`src/hdl/ffha_pkg.sv`:
```
// Shared types, constants and control bundles of the first-fit heap allocator.
`default_nettype none

package ffha_pkg;

    localparam int MAX_BLOCKS   = 64;
    localparam int HEADER_BYTES = 16;
    localparam int IDX_W        = $clog2(MAX_BLOCKS);
    localparam int CNT_W        = IDX_W + 1;
    localparam int ADDR_W       = 32;
    localparam int ENTRY_W      = 2 * ADDR_W + 1;

    localparam logic [31:0] HEAP_LIMIT_RST = 32'd65536;
    localparam logic [1:0]  REG_HEAP_LIMIT = 2'd0;

    typedef enum logic [1:0] {
        CMD_ALLOC   = 2'd0,
        CMD_FREE    = 2'd1,
        CMD_REALLOC = 2'd2,
        CMD_CALLOC  = 2'd3
    } t_cmd;

    typedef enum logic [2:0] {
        ST_OK       = 3'd0,
        ST_NULL     = 3'd1,
        ST_NOHEAP   = 3'd2,
        ST_FULL     = 3'd3,
        ST_UNKNOWN  = 3'd4,
        ST_OVERFLOW = 3'd5
    } t_status;

    typedef enum logic [3:0] {
        S_IDLE, S_DISP, S_PROD, S_ALLOC, S_FIND, S_FIT, S_GROW, S_AFTER, S_REL, S_DONE
    } t_state;

    // One block table entry as stored in memory
    typedef struct packed {
        logic              is_free;
        logic [ADDR_W-1:0] bytes;
        logic [ADDR_W-1:0] start;
    } t_entry;

    // Commands from controller to datapath
    typedef struct packed {
        logic    load;
        logic    mul;
        logic    size_prod;
        logic    scan_init;
        logic    scan_step;
        logic    scan_fit;
        logic    take_found;
        logic    keep_addr;
        logic    fit_commit;
        logic    grow_commit;
        logic    mark_copy;
        logic    mark_zfill;
        logic    release_blk;
        logic    set_status;
        t_status status;
        logic    emit;
    } t_dp_ctl;

    // Status from datapath to controller
    typedef struct packed {
        t_cmd cmd;
        logic paddr_zero;
        logic size_zero;
        logic prod_zero;
        logic prod_ovf;
        logic hit;
        logic miss;
        logic data_fits;
        logic over_limit;
        logic table_full;
    } t_dp_stat;

endpackage

`default_nettype wire

```
`src/hdl/ffha_ctrl.sv`:
```
// Controller: request sequencing state machine and output valid.
`default_nettype none

module ffha_ctrl (
    input  wire logic              i_clk,
    input  wire logic              i_rst_n,
    input  wire logic              i_in_valid,
    output logic                   o_in_ready,
    output logic                   o_out_valid,
    input  wire logic              i_out_ready,
    input  wire ffha_pkg::t_dp_stat i_stat,
    output ffha_pkg::t_dp_ctl      o_ctl
);
    import ffha_pkg::*;

    t_state r_state, n_state;
    logic   r_ovalid, n_ovalid;

    always_ff @(posedge i_clk) begin
        if (!i_rst_n) begin
            r_state  <= S_IDLE;
            r_ovalid <= 1'b0;
        end else begin
            r_state  <= n_state;
            r_ovalid <= n_ovalid;
        end
    end

    // next state and datapath commands
    always_comb begin
        n_state  = r_state;
        n_ovalid = r_ovalid && !i_out_ready;
        o_ctl    = '0;
        o_ctl.status = ST_OK;
        o_in_ready = (r_state == S_IDLE);
        unique case (r_state)
            S_IDLE: begin
                if (i_in_valid) begin
                    o_ctl.load = 1'b1;
                    n_state    = S_DISP;
                end
            end
            S_DISP: begin
                unique case (i_stat.cmd)
                    CMD_ALLOC: n_state = S_ALLOC;
                    CMD_CALLOC: begin
                        o_ctl.mul = 1'b1;
                        n_state   = S_PROD;
                    end
                    CMD_FREE, CMD_REALLOC: begin
                        if (!i_stat.paddr_zero) begin
                            o_ctl.scan_init = 1'b1;
                            n_state         = S_FIND;
                        end else if (i_stat.cmd == CMD_REALLOC) begin
                            n_state = S_ALLOC;
                        end else begin
                            o_ctl.set_status = 1'b1;
                            o_ctl.status     = ST_NULL;
                            n_state          = S_DONE;
                        end
                    end
                    default: n_state = S_IDLE;
                endcase
            end
            S_PROD: begin
                if (i_stat.prod_zero) begin
                    o_ctl.set_status = 1'b1;
                    o_ctl.status     = ST_NULL;
                    n_state          = S_DONE;
                end else if (i_stat.prod_ovf) begin
                    o_ctl.set_status = 1'b1;
                    o_ctl.status     = ST_OVERFLOW;
                    n_state          = S_DONE;
                end else begin
                    o_ctl.size_prod = 1'b1;
                    n_state         = S_ALLOC;
                end
            end
            S_ALLOC: begin
                if (i_stat.size_zero) begin
                    o_ctl.set_status = 1'b1;
                    o_ctl.status     = ST_NULL;
                    n_state          = S_DONE;
                end else begin
                    o_ctl.scan_init = 1'b1;
                    n_state         = S_FIT;
                end
            end
            // address match scan
            S_FIND: begin
                if (i_stat.hit) begin
                    o_ctl.take_found = 1'b1;
                    if (i_stat.cmd == CMD_FREE) begin
                        n_state = S_REL;
                    end else if (i_stat.data_fits) begin
                        o_ctl.keep_addr = 1'b1;
                        n_state         = S_DONE;
                    end else begin
                        n_state = S_ALLOC;
                    end
                end else if (i_stat.miss) begin
                    o_ctl.set_status = 1'b1;
                    o_ctl.status     = ST_UNKNOWN;
                    n_state          = S_DONE;
                end else begin
                    o_ctl.scan_step = 1'b1;
                end
            end
            // first-fit scan
            S_FIT: begin
                o_ctl.scan_fit = 1'b1;
                if (i_stat.hit) begin
                    o_ctl.fit_commit = 1'b1;
                    n_state          = S_AFTER;
                end else if (i_stat.miss) begin
                    n_state = S_GROW;
                end else begin
                    o_ctl.scan_step = 1'b1;
                end
            end
            S_GROW: begin
                if (i_stat.over_limit) begin
                    o_ctl.set_status = 1'b1;
                    o_ctl.status     = ST_NOHEAP;
                    n_state          = S_DONE;
                end else if (i_stat.table_full) begin
                    o_ctl.set_status = 1'b1;
                    o_ctl.status     = ST_FULL;
                    n_state          = S_DONE;
                end else begin
                    o_ctl.grow_commit = 1'b1;
                    n_state           = S_AFTER;
                end
            end
            S_AFTER: begin
                if (i_stat.cmd == CMD_REALLOC && !i_stat.paddr_zero) begin
                    o_ctl.mark_copy = 1'b1;
                    n_state         = S_REL;
                end else begin
                    o_ctl.mark_zfill = (i_stat.cmd == CMD_CALLOC);
                    n_state          = S_DONE;
                end
            end
            S_REL: begin
                o_ctl.release_blk = 1'b1;
                n_state           = S_DONE;
            end
            S_DONE: begin
                if (!r_ovalid || i_out_ready) begin
                    o_ctl.emit = 1'b1;
                    n_ovalid   = 1'b1;
                    n_state    = S_IDLE;
                end
            end
            default: n_state = S_IDLE;
        endcase
    end

    assign o_out_valid = r_ovalid;

endmodule

`default_nettype wire

```
`config.mk`:
```
export PLATFORM = sky130hd
export DESIGN_NAME = ffha_ctrl
export DESIGN_NICKNAME = d
export VERILOG_FILES = /design/src/hdl/ffha_pkg.sv /design/src/hdl/ffha_ctrl.sv
export SDC_FILE = /design/constraint.sdc
export NUM_CORES = 1
export LEC_CHECK = 0
export BUFFER_PORTS_ARGS = -buffer_cell sky130_fd_sc_hd__buf_4
export CORE_UTILIZATION = 49
export DETAILED_ROUTE_END_ITERATION = 12
export GPL_TIMING_DRIVEN = 0
export PLACE_DENSITY = 0.83
export RECOVER_POWER = 25
export SETUP_SLACK_MARGIN = 0.4
export SYNTH_ARGS = -nofsm -noshare
export SYNTH_HDL_FRONTEND = slang
export SYNTH_SLANG_ARGS = --single-unit
```
`constraint.sdc`:
```
create_clock -name i_clk -period 2.8 [get_ports i_clk]
set_input_delay 0.28 -clock i_clk [delete_from_list [all_inputs] [get_ports i_clk]]
set_output_delay 0.28 -clock i_clk [all_outputs]
set_load 0.1 [all_outputs]
```
==> results.sh, run 1 <==
export IMPL_status="complete, no violations"
export IMPL_synth_seq_cells=5
export IMPL_rows=13
export IMPL_crit_path_max_fanout=10
export IMPL_netlist_instances=102
export IMPL_hold_viol=0
export IMPL_gp_congestion=0.834
export IMPL_required_ns=2.52
export IMPL_period_share=0.879
export IMPL_place_area_um2=1050
export IMPL_antenna_left=0
export IMPL_path_clk_slew_ns=0.04
export IMPL_skew_ns=0.000249
export IMPL_max_stage_delay_ns=0.47
export IMPL_core_area_um2=1350
export IMPL_clk_latency_ns=0.24
export IMPL_final_cell_mix="34 x buf_4, 12 x nor2_1, 9 x inv_1"
export IMPL_leakagePower_nw=0.527
export IMPL_cpMaxStageDelayCell="dfxtp_1"
export IMPL_grt_start_max_net_pins=11
export IMPL_cts_path_max_buffers=2
export IMPL_cts_sinks=5
export IMPL_hold_class="input pin to flop"
export IMPL_cts_resized=0
export IMPL_via_per_inst=5.80
export IMPL_wl_mm=2.03
export IMPL_syn_avg_cell_area_um2=7.19
export IMPL_dieArea_um2=1650
export IMPL_synthArstFlopShare=0
export IMPL_vdd_drop_max_mv=0.314
export IMPL_yosysWarnings=0
export IMPL_antenna_found_initial=0
export IMPL_cp_end_kind="primary output"
export IMPL_top_usage_layer="met2"
export IMPL_layout_commonest_cell="buf_4"
export IMPL_slew_viol_final=0
export IMPL_drive_gt1_frac=0.364
export IMPL_ys_seq_area_frac=0.137
export IMPL_critPathKind="flop to primary output"
export IMPL_whs_ns=0.284
export IMPL_cpLargestDelayFamily="buffers and inverters"
export IMPL_place_port_buffers=34
export IMPL_first_global_vias=705
export IMPL_syn_area_um2=733
export IMPL_fin_nets=162
export IMPL_antenna_cells=0
export IMPL_area_growth_pct=46.8
export IMPL_fin_ws_ns=0.339
export IMPL_dieHeight_um=40.7
export IMPL_num_io_pins=35
export IMPL_vias=899
export IMPL_hpwl_mm=1.64
export IMPL_tightestPinTransition_ns=1.16
export IMPL_setup_violations=0
export IMPL_ys_flop_type="dfxtp_1"
export IMPL_relSlewSlack=0.231
export IMPL_start_util=0.543
export IMPL_synthDistinctLibCells=41
export IMPL_cp_buffers_inverters=3
export IMPL_synth_edf_count=0
export IMPL_syn_nets=123
export IMPL_power_mw=0.457
export IMPL_dr_pass1_iters=4
export IMPL_rsz0062_at_grt="false"
export IMPL_period_needed_ns=2.46
export IMPL_overflow=0
export IMPL_stdcell_area_um2=1080
export IMPL_met3_usage=0.00543
export IMPL_met2_usage=0.460
export IMPL_cp_arrival_ns=2.18
export IMPL_cts_tree="built"
export IMPL_drc_errors=0
export IMPL_max_freq_ghz=0.406
export IMPL_die_w_um=40.7
export IMPL_startpoint_type="flop"
export IMPL_ctsHoldBuffers=0
export IMPL_use_met1=0.280
export IMPL_drtIter0Drc=17
export IMPL_tns_ns=0
export IMPL_h_tree_depth=1
export IMPL_post_cts_buffers=0
export IMPL_wire_per_inst_um=13.1
export IMPL_maxCapViolCount=0
export IMPL_grt_usage=0.241
export IMPL_grt_pass1_wl_mm=2.73
export IMPL_powerDensity_nw_per_um2=425
export IMPL_crit_chain="clkbuf_1, inv_1, nand3_1, nor2_4, or3_1, buf_4"
export IMPL_cts_made_buffers=3
export IMPL_clockRootBuffer="clkbuf_4"
export IMPL_pre_cts_ws_ns=0.740
-- cell type report --
type | instances | area [um^2]
Fill cell | 111 | 274
Clock buffer | 4 | 26.3
Multi-Input combinational cell | 82 | 618
Sequential cell | 5 | 100
Buffer | 5 | 23.8
Timing Repair Buffer | 34 | 251
Inverter | 10 | 37.5
Tap cell | 15 | 18.8
-- worst paths after layout --
path	start	end	slack (ns)	cells past startpoint
worst min-delay path	i_rst_n	r_state[0]	0.28	2
worst max-delay path	r_state[0]	o_ctl[4]	0.34	6
worst min register to register	o_out_valid	o_out_valid	0.64	3
worst max register to register	r_state[0]	r_state[0]	1.00	5
-- cells in the mapped netlist, types with 2 or more instances --
cell type / n / share of area
dfxtp_1: 5 / 0.14
nand4_1: 4 / 0.034
and2_1: 2 / 0.017
a311oi_1: 2 / 0.024
inv_1: 9 / 0.046
nor2b_1: 4 / 0.034
o2111ai_1: 2 / 0.024
ha_1: 6 / 0.10
or4_1: 2 / 0.020
or4b_1: 2 / 0.027
nand3_1: 3 / 0.020
nand2_1: 3 / 0.015
and2b_1: 2 / 0.020
and3b_1: 2 / 0.024
nor4_1: 2 / 0.017
nor3_1: 4 / 0.027
nor3b_1: 2 / 0.020
buf_2: 3 / 0.020
a21oi_1: 3 / 0.020
a211oi_1: 3 / 0.031
nand2b_1: 5 / 0.043
nor2_1: 13 / 0.067
-- metal layers --
| layer | vias up | part of all wire |
|---|---|---|
| li1 | 444 | - |
| met1 | 422 | 0.43 |
| met2 | 31 | 0.50 |
| met3 | 2 | 0.067 |
| met4 | 0 | 0.0069 |
| met5 | - | 0 |
-- where the power goes --
group / switching (mW) / internal (mW) / leakage, nW
Combinational: 0.200 / 0.0842 / 0.471
Clock: 0.0310 / 0.0540 / 0.0150
Sequential: 0.0100 / 0.0776 / 0.0408
Total: 0.241 / 0.216 / 0.527
-- sequential cells by signal (all words and copies together) (netlist names) --
name / count
o_out_valid: 1
r_state: 4
-- worst reg2reg max path, cell delays in order (launching register included) --
cell and delay, ns:
dfxtp_1 0.47, clkbuf_1 0.44, nor2_1 0.10, a311oi_1 0.26, o2111ai_1 0.17, a31o_1 0.25
-- per-stage QoR --
stage          instances   util
2_1_floorplan        102      -
3_3_place_gp         151  0.778
3_5_place_dp         151  0.778
4_1_cts              155  0.797
5_1_grt              155  0.797
6_report             155  0.797
-- cell families (layout without fill, tap and decap cells) --
logic type | count (synthesis) | in the layout | share of synthesized area
flip-flops | 5 | 5 | 0.137
AO/OA/AOI/OAI | 19 | 19 | 0.210
buffers and inverters | 15 | 53 | 0.0870
AND/OR/NAND/NOR | 56 | 56 | 0.451
adder cells (fa/ha/maj) | 6 | 6 | 0.102
multiplexers | 1 | 1 | 0.0137
(Power assumes the default switching activity.)
==> run 2: changes to the inputs <==
--- a/config.mk
+++ b/config.mk
@@ -5,6 +5,7 @@
 export SDC_FILE = /design/constraint.sdc
 export NUM_CORES = 1
 export LEC_CHECK = 0
+export ABC_AREA = 1
 export BUFFER_PORTS_ARGS = -buffer_cell sky130_fd_sc_hd__buf_4
 export CORE_UTILIZATION = 49
 export DETAILED_ROUTE_END_ITERATION = 12
@@ -12,6 +13,7 @@
 export PLACE_DENSITY = 0.83
 export RECOVER_POWER = 25
 export SETUP_SLACK_MARGIN = 0.4
+export SLEW_MARGIN = 0
 export SYNTH_ARGS = -nofsm -noshare
 export SYNTH_HDL_FRONTEND = slang
 export SYNTH_SLANG_ARGS = --single-unit
==> results.sh, run 2 <==
export IMPL_tightestPinTransition_ns=1.17
export IMPL_synthArstFlopShare=0
export IMPL_drc_errors=0
export IMPL_area_growth_pct=39.4
export IMPL_yosysMostFrequentCell="inv_1"
export IMPL_clockRootBuffer="clkbuf_4"
export IMPL_syn_avg_cell_area_um2=5.55
export IMPL_synth_mux_area_frac=0
export IMPL_post_cts_buffers=0
export IMPL_overflow=0
export IMPL_path_clk_slew_ns=0.05
export IMPL_hpwl_mm=1.70
export IMPL_place_area_um2=1040
export IMPL_maxCapViolCount=0
export IMPL_ys_seq_area_frac=0.135
export IMPL_synth_compound_area_frac=0.0774
export IMPL_cts_resized=0
export IMPL_leakagePower_nw=0.618
export IMPL_core_area_um2=1350
export IMPL_vdd_drop_max_mv=0.348
export IMPL_skew_ns=0.00711
export IMPL_hold_class="input pin to flop"
export IMPL_max_freq_ghz=0.475
export IMPL_grt_usage=0.256
export IMPL_ys_top_cells_by_count="28 x inv_1, 26 x nand2_1, 21 x nor2_1"
export IMPL_setup_violations=0
export IMPL_slew_viol_final=0
export IMPL_drive_gt1_frac=0.308
export IMPL_largest_register="r_state"
export IMPL_cp_end_kind="primary output"
export IMPL_relSlewSlack=0.227
export IMPL_antenna_left=0
export IMPL_critPathKind="flop to primary output"
export IMPL_grt_pass1_wl_mm=2.88
export IMPL_synthTopCellsByArea="inv_1 14%, dfxtp_1 13%, nand2_1 13%"
export IMPL_dieArea_um2=1680
export IMPL_largest_reg_flops=4
export IMPL_synth_adder_area_share=0.101
export IMPL_stdcell_area_um2=1040
export IMPL_netlist_instances=134
export IMPL_antenna_cells=0
export IMPL_startpoint_type="flop"
export IMPL_met3_usage=0.0652
export IMPL_syn_nets=155
export IMPL_antenna_found_initial=0
export IMPL_synth_edf_count=0
export IMPL_die_w_um=40.9
export IMPL_status="complete, no violations"
export IMPL_cts_made_buffers=3
export IMPL_fin_nets=194
export IMPL_place_port_buffers=34
export IMPL_layout_commonest_cell="buf_4"
export IMPL_clk_latency_ns=0.24
export IMPL_crit_path_max_fanout=5
export IMPL_finish_utilization=0.767
export IMPL_via_per_inst=5.03
export IMPL_synth_top_family_by_area="simple AND/OR/NAND/NOR gates"
export IMPL_first_global_vias=732
export IMPL_required_ns=2.52
export IMPL_yosysWarnings=0
export IMPL_start_util=0.551
export IMPL_yosys_area_share_simple=0.525
export IMPL_vias=940
export IMPL_synth_xor_area_share=0
export IMPL_synth_seq_cells=5
export IMPL_dieHeight_um=40.9
export IMPL_fillers=100
export IMPL_wire_per_inst_um=10.5
export IMPL_syn_area_um2=743
export IMPL_num_io_pins=35
export IMPL_synthDistinctLibCells=20
export IMPL_powerDensity_nw_per_um2=520
export IMPL_cts_sinks=5
export IMPL_final_cell_mix="33 x buf_4, 29 x inv_1, 26 x nand2_1"
export IMPL_hold_viol=0
export IMPL_cp_arrival_ns=1.82
export IMPL_met2_usage=0.430
export IMPL_period_needed_ns=2.10
export IMPL_ctsHoldBuffers=0
export IMPL_rows=13
export IMPL_rsz0062_at_grt="false"
export IMPL_ys_flop_type="dfxtp_1"
export IMPL_grt_start_max_net_pins=8
export IMPL_top_usage_layer="met2"
export IMPL_gp_congestion=0.852
export IMPL_cts_tree="built"
export IMPL_cts_path_max_buffers=2
export IMPL_drtIter0Drc=22
export IMPL_yosysTopAreaCell="inv_1"
export IMPL_period_share=0.751
export IMPL_dr_pass1_iters=4
export IMPL_h_tree_depth=1
export IMPL_yosysTopAreaCellShare=0.141
export IMPL_power_mw=0.539
export IMPL_tns_ns=0
export IMPL_use_met1=0.346
export IMPL_wl_mm=1.96
run 2: power breakdown:
part	total, mW	internal [mW]	switching [mW]
clock network	0.0841	0.0539	0.0301
registers	0.0933	0.0800	0.0133
logic	0.362	0.0869	0.275
total	0.539	0.221	0.318
run 2: worst max-delay path, stage by stage (launching register included):
cell      delay [ns]
dfxtp_1         0.44
inv_1           0.12
nor2_1          0.24
nand2_2         0.14
inv_1           0.09
nand4_1         0.11
o311ai_2        0.09
buf_4           0.33
run 2: area by class of cell:
cell class | count | area (um^2) | share of cell area
clock buffers | 4 | 26.3 | 0.0254
repair buffers | 34 | 251 | 0.243
well taps | 15 | 18.8 | 0.0181
multi-input cells | 97 | 519 | 0.501
flip-flops and latches | 5 | 100 | 0.0966
inverters | 32 | 120 | 0.116
run 2: path summary, 6_finish.rpt:
check,slack (ns),to,start,cells past startpoint
worst max-delay path,0.70,o_ctl[1],r_state[0],7
worst min-delay path,0.33,r_state[1],i_rst_n,3
worst max register to register,1.20,r_state[2],r_state[0],7
worst min register to register,0.57,o_out_valid,o_out_valid,4
run 2: layer usage:
metal  up-vias  share of wire
met2        37           0.48
met3         0          0.078
li1        489              -
met4         0              0
met1       414           0.44
met5         -              0
run 2: through the flow:
stage | hold WS, ns | instances | setup WS, ns
final | 0.329 | 187 | 0.696
after global routing | 0.341 | 187 | 0.586
after CTS | 0.325 | 187 | 0.833
after detailed placement | 0.565 | 183 | 1.10
after global placement | 0.566 | 183 | 1.11
after floorplan | 0.462 | 134 | 0.130
run 2: cells by family after synthesis:
family | Yosys count
and+or+nand+nor | 81
buffers and inverters | 32
AOI/OAI and AO/OA | 10
adders and majority gates | 6
DFF | 5
